--- config.mk ---
export PLATFORM = sky130hd
export DESIGN_NAME = touch_press_classifier
export DESIGN_NICKNAME = d
export VERILOG_FILES = /design/src/rtl/tpc_pkg.sv /design/src/rtl/tpc_cfg.sv /design/src/rtl/tpc_core.sv /design/src/rtl/touch_press_classifier.sv
export SDC_FILE = /design/constraint.sdc
export NUM_CORES = 1
export LEC_CHECK = 0
export ABC_AREA = 1
export BUFFER_PORTS_ARGS = -buffer_cell sky130_fd_sc_hd__buf_2
export CAP_MARGIN = 20
export CORE_MARGIN = 3
export CORE_UTILIZATION = 40
export DETAILED_ROUTE_END_ITERATION = 10
export PLACE_DENSITY = 0.68
export SLEW_MARGIN = 20
export SYNTH_ARGS = -nofsm -noshare
export SYNTH_HDL_FRONTEND = slang
export SYNTH_SLANG_ARGS = --single-unit
--- constraint.sdc ---
create_clock -name i_clk -period 4.25 [get_ports i_clk]
set_input_delay 0.425 -clock i_clk [delete_from_list [all_inputs] [get_ports i_clk]]
set_output_delay 0.425 -clock i_clk [all_outputs]
set_load 0.02 [all_outputs]
--- src/rtl/tpc_pkg.sv ---
package tpc_pkg;

    localparam int unsigned SENS_W   = 16;
    localparam int unsigned COUNT_W  = 8;
    localparam int unsigned STUCK_W  = 16;
    localparam int unsigned READ_W   = 16;
    localparam int unsigned FUNC_W   = 2;
    localparam int unsigned CFG_IDX_W  = 3;
    localparam int unsigned CFG_DATA_W = 16;
    localparam int unsigned IN_TDATA_W  = 24;
    localparam int unsigned OUT_TDATA_W = 24;

    localparam int unsigned INIT_HIT_COUNT_DEF  = 4;
    localparam int unsigned INIT_IDLE_COUNT_DEF = 4;

    localparam logic [CFG_IDX_W-1:0] REG_SENSITIVITY   = 3'd0;
    localparam logic [CFG_IDX_W-1:0] REG_HIT_CONFIRM   = 3'd1;
    localparam logic [CFG_IDX_W-1:0] REG_HIT_ABORT     = 3'd2;
    localparam logic [CFG_IDX_W-1:0] REG_IDLE_HIT      = 3'd3;
    localparam logic [CFG_IDX_W-1:0] REG_IDLE_CONFIRM  = 3'd4;
    localparam logic [CFG_IDX_W-1:0] REG_FIRST_LONG    = 3'd5;
    localparam logic [CFG_IDX_W-1:0] REG_SHORT_RELEASE = 3'd6;
    localparam logic [CFG_IDX_W-1:0] REG_STUCK_LIMIT   = 3'd7;

    localparam logic [SENS_W-1:0]  SENSITIVITY_RST   = 16'd200;
    localparam logic [COUNT_W-1:0] HIT_CONFIRM_RST   = 8'd4;
    localparam logic [COUNT_W-1:0] HIT_ABORT_RST     = 8'd6;
    localparam logic [COUNT_W-1:0] IDLE_HIT_RST      = 8'd5;
    localparam logic [COUNT_W-1:0] IDLE_CONFIRM_RST  = 8'd8;
    localparam logic [COUNT_W-1:0] FIRST_LONG_RST    = 8'd45;
    localparam logic [COUNT_W-1:0] SHORT_RELEASE_RST = 8'd5;
    localparam logic [STUCK_W-1:0] STUCK_LIMIT_RST   = 16'd3125;
    localparam logic [READ_W-1:0]  THRESHOLD_RST     = 16'hFFFF;

    localparam logic [FUNC_W-1:0] FUNC_SAMPLE    = 2'd0;
    localparam logic [FUNC_W-1:0] FUNC_ACK       = 2'd1;
    localparam logic [FUNC_W-1:0] FUNC_CALIBRATE = 2'd2;

    typedef enum logic [1:0] {
        ST_INIT     = 2'd0,
        ST_HIT      = 2'd1,
        ST_IDLE     = 2'd2,
        ST_IDLE_HIT = 2'd3
    } t_state;

    typedef enum logic [1:0] {
        EV_NONE  = 2'd0,
        EV_IDLE  = 2'd1,
        EV_SHORT = 2'd2,
        EV_LONG  = 2'd3
    } t_event;

    typedef struct packed {
        logic [SENS_W-1:0]  sensitivity;
        logic [COUNT_W-1:0] hit_confirm_count;
        logic [COUNT_W-1:0] hit_abort_count;
        logic [COUNT_W-1:0] idle_hit_count;
        logic [COUNT_W-1:0] idle_confirm_count;
        logic [COUNT_W-1:0] first_long_count;
        logic [COUNT_W-1:0] short_release_count;
        logic [STUCK_W-1:0] stuck_limit;
    } t_cfg;

    typedef struct packed {
        logic [READ_W-1:0] touch_threshold;
        logic              recalibrate_request;
        t_event            event_code;
    } t_result;

endpackage

--- src/rtl/tpc_cfg.sv ---
module tpc_cfg
    import tpc_pkg::*;
(
    input  logic                  i_clk,
    input  logic                  i_rst_n,
    input  logic                  i_cfg_we,
    input  logic [CFG_IDX_W-1:0]  i_cfg_addr,
    input  logic [CFG_DATA_W-1:0] i_cfg_wdata,
    output t_cfg                  o_cfg
);

    t_cfg r_cfg;

    always_ff @(posedge i_clk) begin
        if (!i_rst_n) begin
            r_cfg.sensitivity         <= SENSITIVITY_RST;
            r_cfg.hit_confirm_count   <= HIT_CONFIRM_RST;
            r_cfg.hit_abort_count     <= HIT_ABORT_RST;
            r_cfg.idle_hit_count      <= IDLE_HIT_RST;
            r_cfg.idle_confirm_count  <= IDLE_CONFIRM_RST;
            r_cfg.first_long_count    <= FIRST_LONG_RST;
            r_cfg.short_release_count <= SHORT_RELEASE_RST;
            r_cfg.stuck_limit         <= STUCK_LIMIT_RST;
        end else if (i_cfg_we) begin
            unique case (i_cfg_addr)
                REG_SENSITIVITY:   r_cfg.sensitivity         <= i_cfg_wdata;
                REG_HIT_CONFIRM:   r_cfg.hit_confirm_count   <= i_cfg_wdata[COUNT_W-1:0];
                REG_HIT_ABORT:     r_cfg.hit_abort_count     <= i_cfg_wdata[COUNT_W-1:0];
                REG_IDLE_HIT:      r_cfg.idle_hit_count      <= i_cfg_wdata[COUNT_W-1:0];
                REG_IDLE_CONFIRM:  r_cfg.idle_confirm_count  <= i_cfg_wdata[COUNT_W-1:0];
                REG_FIRST_LONG:    r_cfg.first_long_count    <= i_cfg_wdata[COUNT_W-1:0];
                REG_SHORT_RELEASE: r_cfg.short_release_count <= i_cfg_wdata[COUNT_W-1:0];
                REG_STUCK_LIMIT:   r_cfg.stuck_limit         <= i_cfg_wdata;
                default: ;
            endcase
        end
    end

    assign o_cfg = r_cfg;

endmodule

--- src/rtl/tpc_core.sv ---
module tpc_core
    import tpc_pkg::*;
#(
    parameter int unsigned INIT_HIT_COUNT  = INIT_HIT_COUNT_DEF,
    parameter int unsigned INIT_IDLE_COUNT = INIT_IDLE_COUNT_DEF
) (
    input  logic              i_clk,
    input  logic              i_rst_n,
    input  logic              i_valid,
    input  logic [FUNC_W-1:0] i_func,
    input  logic [READ_W-1:0] i_reading,
    input  t_cfg              i_cfg,
    output t_result           o_result
);

    localparam logic [COUNT_W-1:0] INIT_HIT  = COUNT_W'(INIT_HIT_COUNT);
    localparam logic [COUNT_W-1:0] INIT_IDLE = COUNT_W'(INIT_IDLE_COUNT);
    localparam logic [COUNT_W-1:0] TALLY_MAX = '1;

    t_state              r_state, n_state;
    logic [COUNT_W-1:0]  r_hit, n_hit;
    logic [COUNT_W-1:0]  r_idle, n_idle;
    logic [STUCK_W-1:0]  r_stuck, n_stuck;
    logic [READ_W-1:0]   r_thr, n_thr;
    logic                r_pend, n_pend;

    logic                w_run;
    logic                w_is_hit;
    logic [COUNT_W-1:0]  w_hit_inc;
    logic [COUNT_W-1:0]  w_idle_inc;
    logic [STUCK_W-1:0]  w_stuck_inc;
    logic                w_stuck_met;
    logic [READ_W:0]     w_cal_sum;
    logic                w_go;
    logic                w_clr_stuck;
    logic                w_hit_long;
    t_event              w_ev;
    logic                w_req;

    assign w_run       = i_valid && (i_func == FUNC_SAMPLE) && !r_pend;
    assign w_is_hit    = i_reading > r_thr;
    assign w_hit_inc   = (w_is_hit && r_hit != TALLY_MAX) ? r_hit + 1'b1 : r_hit;
    assign w_idle_inc  = (!w_is_hit && r_idle != TALLY_MAX) ? r_idle + 1'b1 : r_idle;
    assign w_stuck_inc = r_stuck + 1'b1;
    assign w_stuck_met = (i_cfg.stuck_limit != '0) && (w_stuck_inc == i_cfg.stuck_limit);
    assign w_cal_sum   = {1'b0, i_reading} + {1'b0, i_cfg.sensitivity};

    // Next state, with the event that the transition reports.
    always_comb begin
        n_state     = r_state;
        w_go        = 1'b0;
        w_clr_stuck = 1'b0;
        w_hit_long  = 1'b0;
        w_ev        = EV_NONE;
        if (w_run) begin
            unique case (r_state)
                ST_INIT: begin
                    if (w_hit_inc >= INIT_HIT) begin
                        n_state = ST_HIT;
                        w_go    = 1'b1;
                    end else if (w_idle_inc >= INIT_IDLE) begin
                        n_state     = ST_IDLE;
                        w_go        = 1'b1;
                        w_clr_stuck = 1'b1;
                    end
                end
                ST_HIT: begin
                    if (w_hit_inc >= i_cfg.hit_confirm_count) begin
                        n_state    = w_stuck_met ? ST_IDLE : ST_INIT;
                        w_go       = 1'b1;
                        w_hit_long = 1'b1;
                        w_ev       = EV_LONG;
                    end else if (w_idle_inc >= i_cfg.hit_abort_count) begin
                        n_state = ST_INIT;
                        w_go    = 1'b1;
                    end
                end
                ST_IDLE: begin
                    if (w_hit_inc >= i_cfg.idle_hit_count) begin
                        n_state = ST_IDLE_HIT;
                        w_go    = 1'b1;
                    end else if (w_idle_inc >= i_cfg.idle_confirm_count) begin
                        n_state = ST_INIT;
                        w_go    = 1'b1;
                        w_ev    = EV_IDLE;
                    end
                end
                ST_IDLE_HIT: begin
                    if (w_hit_inc >= i_cfg.first_long_count) begin
                        n_state = ST_INIT;
                        w_go    = 1'b1;
                        w_ev    = EV_LONG;
                    end else if (w_idle_inc >= i_cfg.short_release_count) begin
                        n_state = ST_INIT;
                        w_go    = 1'b1;
                        w_ev    = EV_SHORT;
                    end
                end
                default: ;
            endcase
        end
    end

    // Tallies, threshold, pending flag and recalibration request.
    always_comb begin
        n_hit   = r_hit;
        n_idle  = r_idle;
        n_stuck = r_stuck;
        n_thr   = r_thr;
        n_pend  = r_pend;
        w_req   = 1'b0;
        if (i_valid && i_func == FUNC_ACK) begin
            n_pend = 1'b0;
        end
        if (i_valid && i_func == FUNC_CALIBRATE) begin
            n_thr = w_cal_sum[READ_W] ? '1 : w_cal_sum[READ_W-1:0];
        end
        if (w_run) begin
            n_hit  = w_go ? '0 : w_hit_inc;
            n_idle = w_go ? '0 : w_idle_inc;
            if (w_ev != EV_NONE) begin
                n_pend = 1'b1;
            end
            if (w_clr_stuck) begin
                n_stuck = '0;
            end
            if (w_hit_long) begin
                if (w_stuck_met) begin
                    n_stuck = '0;
                    if (r_thr > i_cfg.sensitivity) begin
                        n_thr = r_thr - i_cfg.sensitivity;
                    end else begin
                        w_req = 1'b1;
                    end
                end else begin
                    n_stuck = w_stuck_inc;
                end
            end
        end
    end

    always_ff @(posedge i_clk) begin
        if (!i_rst_n) begin
            r_state <= ST_INIT;
            r_hit   <= '0;
            r_idle  <= '0;
            r_stuck <= '0;
            r_thr   <= THRESHOLD_RST;
            r_pend  <= 1'b0;
        end else begin
            r_state <= n_state;
            r_hit   <= n_hit;
            r_idle  <= n_idle;
            r_stuck <= n_stuck;
            r_thr   <= n_thr;
            r_pend  <= n_pend;
        end
    end

    assign o_result.touch_threshold     = n_thr;
    assign o_result.recalibrate_request = w_req;
    assign o_result.event_code          = w_ev;

endmodule

--- src/rtl/touch_press_classifier.sv ---
// Touch press classifier.
// Input words arrive on the s_axis channel: func in tdata[1:0] (sample,
// acknowledge or calibrate) and the electrode reading in tdata[17:2].
// Every input word produces exactly one result word on the m_axis channel:
// event code in tdata[1:0], recalibration request in tdata[2] and the
// threshold after the word in tdata[18:3].
// Sensitivity, counts and stuck limit are written through the write port
// (i_cfg_we, i_cfg_addr, i_cfg_wdata); the user must do so only while no
// word is in flight, as the block does not enforce it. A word accepted
// into the input register is classified out of it, and its result is valid
// on m_axis from the result register; one word can be taken every cycle
// while m_axis does not stall, as the press state is updated per word.
// When the receiver stalls, the result register holds its word and the
// input register fills; s_axis_tready then drops until m_axis drains.
// Reset clears both pipeline stages, the press state, the tallies and the
// pending flag, sets the threshold to its maximum and loads default counts.
module touch_press_classifier
    import tpc_pkg::*;
#(
    parameter int unsigned INIT_HIT_COUNT  = INIT_HIT_COUNT_DEF,
    parameter int unsigned INIT_IDLE_COUNT = INIT_IDLE_COUNT_DEF
) (
    input  logic                   i_clk,
    input  logic                   i_rst_n,
    input  logic                   s_axis_tvalid,
    output logic                   s_axis_tready,
    // Fields from bit 0: func[1:0], reading[17:2], zero padding[23:18].
    input  logic [IN_TDATA_W-1:0]  s_axis_tdata,
    output logic                   m_axis_tvalid,
    input  logic                   m_axis_tready,
    // Fields from bit 0: event_code[1:0], recalibrate_request[2],
    // touch_threshold[18:3], zero padding[23:19].
    output logic [OUT_TDATA_W-1:0] m_axis_tdata,
    input  logic                   i_cfg_we,
    input  logic [CFG_IDX_W-1:0]   i_cfg_addr,
    input  logic [CFG_DATA_W-1:0]  i_cfg_wdata
);

    logic              r_in_valid;
    logic [FUNC_W-1:0] r_in_func;
    logic [READ_W-1:0] r_in_reading;
    logic              r_out_valid;
    t_result           r_out;
    logic              w_adv;
    logic              w_take;
    t_cfg              w_cfg;
    t_result           w_result;

    assign w_adv         = r_in_valid && (!r_out_valid || m_axis_tready);
    assign s_axis_tready = !r_in_valid || w_adv;
    assign w_take        = s_axis_tvalid && s_axis_tready;

    always_ff @(posedge i_clk) begin
        if (!i_rst_n) begin
            r_in_valid <= 1'b0;
        end else if (w_take) begin
            r_in_valid <= 1'b1;
        end else if (w_adv) begin
            r_in_valid <= 1'b0;
        end
    end

    always_ff @(posedge i_clk) begin
        if (w_take) begin
            r_in_func    <= s_axis_tdata[FUNC_W-1:0];
            r_in_reading <= s_axis_tdata[FUNC_W+READ_W-1:FUNC_W];
        end
    end

    always_ff @(posedge i_clk) begin
        if (!i_rst_n) begin
            r_out_valid <= 1'b0;
        end else if (w_adv) begin
            r_out_valid <= 1'b1;
        end else if (m_axis_tready) begin
            r_out_valid <= 1'b0;
        end
    end

    always_ff @(posedge i_clk) begin
        if (w_adv) begin
            r_out <= w_result;
        end
    end

    tpc_cfg u_cfg (
        .i_clk       (i_clk),
        .i_rst_n     (i_rst_n),
        .i_cfg_we    (i_cfg_we),
        .i_cfg_addr  (i_cfg_addr),
        .i_cfg_wdata (i_cfg_wdata),
        .o_cfg       (w_cfg)
    );

    tpc_core #(
        .INIT_HIT_COUNT  (INIT_HIT_COUNT),
        .INIT_IDLE_COUNT (INIT_IDLE_COUNT)
    ) u_core (
        .i_clk     (i_clk),
        .i_rst_n   (i_rst_n),
        .i_valid   (w_adv),
        .i_func    (r_in_func),
        .i_reading (r_in_reading),
        .i_cfg     (w_cfg),
        .o_result  (w_result)
    );

    assign m_axis_tvalid = r_out_valid;
    assign m_axis_tdata  = {(OUT_TDATA_W - $bits(t_result))'(0), r_out};

endmodule

==> reports/results.tsv <==
metric	value	unit
synth.yosys.seq_area_share	35.9	%
max_stage_delay	0.41	ns
synth_top_area_share	25.3	%
clock_latency	0.44	ns
path_cells	ha_1 -> nand2_1 -> nor3_4 -> nand2_1 -> nand2_2 -> nand3_2 -> mux2_2 -> ha_1 -> a21oi_1 -> o21ai_0 -> nand2_1 -> o2111ai_1 -> nand2_1 -> nor2_4 -> buf_4 -> inv_2 -> buf_4 -> o21ai_0 -> o21ai_0 -> inv_1	
cp_num_cells	20	
synth-xor-area-share	4.23	%
cts_max_level	4	
cts_buffers	17	
synth_top_area_cell	dfxtp_1	
layout_min_cycle_time	3.97	ns
rows	58	
clockRootBuffer	clkbuf_16	
die_h	168	um
first_iter_violations	680	
ant_nets	0	
synth_compound_area_share	16.0	%
avgSynthCellArea	7.51	sq um
final_common_cell	nand2_1	
core	25500	sq um
routed_wl	27.2	mm
synth.area.mux_share	0.107	%
die_area	28300	sq um
worst-r2r-setup-slack	0.28	ns
rr_worst_depth	20	
antenna_cells	0	
crit_path_top_delay_cell	edfxtp_1	
grt_pass1_wl	44.2	mm
worstHoldStart	s_axis_tdata[5]	
synth_top_family_by_area	simple AND/OR/NAND/NOR gates	
required	4.59	ns
syn_inst	1402	
post_drt_via_cell_ratio	5.17	
place_congestion	0.909	
clock_sinks	170	
crit_buf_inv	4	
min_period_over_period	93.3	%
slew_viol_final	0	
cp_common_cell	nand2_1	
design_area	11800	sq um
whs	0.155	ns
min_to	r_in_reading[3]$_DFFE_PP_	
skew	0.0115	ns
multi_input_area	5850	sq um
area_delta_synth_final	12.2	%
cap_violations	0	
tns	0	ns
critPathLaunchType	register	
dpl.hpwl	20.3	mm
slew_headroom	40.9	%
hold_path_class	input pin to register	
setup_viol	0	
power	3.76	mW
avgRoutedWirePerCell	15.0	um
ys_ff_latch	170	
portBuffers	62	
yosys-top-cells-area	dfxtp_1, ha_1, edfxtp_1, nand2_1, a21oi_1	
post-route-util	46.2	%
tightest_slew	0.886	ns
crit_arrival	4.31	ns
cts_max_path_buffers	2	
drive_gt1_share	10.9	%
crit_fanout	17	
min_path_cells	1	
drc	0	
layout_common_cells	nand2_1, inv_1, a21oi_1, dfxtp_1, ha_1	
path_class	register to register	
final_hold_viol_count	0	
regArea	3770	sq um
power_density	318	nW/um^2
cts_tree	yes	
first_pass_iters	6	
grt_pass1_vias	8916	
finalNetCount	1618	
timing.fmax	0.252	GHz
r2r-start	r_in_reading[15]$_DFFE_PP_	
grt_usage	19.3	%
crit_family	simple AND/OR/NAND/NOR gates	
synth_flop_cell	dfxtp_1	
path_clk_slew	0.07	ns
outcome	finished, final reports clean	
p_leak	5.38	nW
yosysUniqueCellTypes	53	
num_vias	9363	
syn_area	10500	sq um
fill_cells	2518	
synthAdderAreaFrac	12.1	%
place_area	11200	sq um
start_util	41.2	%
end_kind	register	
grt_max_degree	51	
ys_warn_count	0	
antenna_found_initial	0	
peakVddDrop	0.000241	V
die_w	168	um
synth-async-reset-ratio	0	%
synth_edf_count	37	
synth-simple-area-share	22.5	%
r2r_end	u_core.r_pend$_SDFF_PN0_	
ioPinCount	74	
overflow	0	
-- how the worst max path moves through the flow --
stage / start / end / slack, ns
CTS: r_in_reading[15]$_DFFE_PP_ / u_core.r_stuck[2]$_SDFFE_PN0P_ / 0.12
floorplan: r_in_reading[15]$_DFFE_PP_ / u_core.r_stuck[15]$_SDFFE_PN0P_ / 0.81
detailed placement: u_core.r_thr[15]$_SDFF_PN1_ / u_core.r_thr[0]$_SDFF_PN1_ / 0.16
global route: u_core.r_thr[15]$_SDFF_PN1_ / u_core.r_pend$_SDFF_PN0_ / -0.006
finish: r_in_reading[15]$_DFFE_PP_ / u_core.r_pend$_SDFF_PN0_ / 0.28
global placement: r_in_reading[15]$_DFFE_PP_ / u_core.r_thr[0]$_SDFF_PN1_ / 0.25
-- cell type report --
type                    instances  area share, %
inverters                     199           6.32
clock buffers                  19           3.75
clock inverters                13          0.911
well taps                     330           3.50
multi-input cells             997           49.5
repair buffers                 84           4.03
flip-flops and latches        170           31.9
-- timing repair --
action / 4_1_cts / 5_1_grt
setup buffers: 0 / 3
resized for setup: 0 / 8
hold buffers: 0 / 0
hold endpoints to repair: 0 / 0
setup endpoints to repair: 0 / 58
-- metrics by stage --
step	std cells	setup slack [ns]
2_1_floorplan	1406	0.813
3_3_place_gp	1777	0.247
3_5_place_dp	1777	0.156
4_1_cts	1809	0.125
5_1_grt	1812	-0.00640
6_report	1812	0.283
-- cells in the mapped netlist (13+ instances only) --
| cell type | count |
|---|---|
| a21oi_1 | 157 |
| clkbuf_1 | 26 |
| dfxtp_1 | 133 |
| edfxtp_1 | 37 |
| ha_1 | 99 |
| inv_1 | 194 |
| nand2_1 | 274 |
| nand3_1 | 96 |
| nand4_1 | 21 |
| nor2_1 | 91 |
| o211ai_1 | 13 |
| o21ai_0 | 98 |
| xnor2_1 | 13 |
| xor2_1 | 36 |
-- kinds of logic after synthesis --
kind of cell | Yosys count
compound gates | 308
xor+xnor | 50
fa+ha+maj | 101
buf+inv | 239
flops | 170
mux | 1
other cells | 1
simple gates | 532
-- metal layers --
layer	GRT usage, %	wire, um	vias to the layer above	share of wire (%)
met4	5.59	582	0	2.1
met5	0	0	-	0
met3	3.50	1420	45	5.2
met1	24.6	12300	4279	45
li1	-	-	4806	-
met2	33.6	12900	233	48
-- power breakdown --
group | internal [mW] | switching (mW) | total [mW] | leakage (nW)
Sequential | 1.70 | 0.0296 | 1.73 | 1.41
Combinational | 0.182 | 0.349 | 0.531 | 3.69
Clock | 0.782 | 0.713 | 1.50 | 0.277
-- sequential cells by signal (all words and copies together), names as in the netlist --
name and cells:
u_cfg.o_cfg 80, u_core.r_thr 16, u_core.r_hit 8, m_axis_tvalid 1, r_in_func 2, u_core.r_idle 8
u_core.r_stuck 16, r_in_reading 16, m_axis_tdata 19, r_in_valid 1, u_core.r_pend 1, u_core.r_state 2
Power figures use the tool's default switching activity.
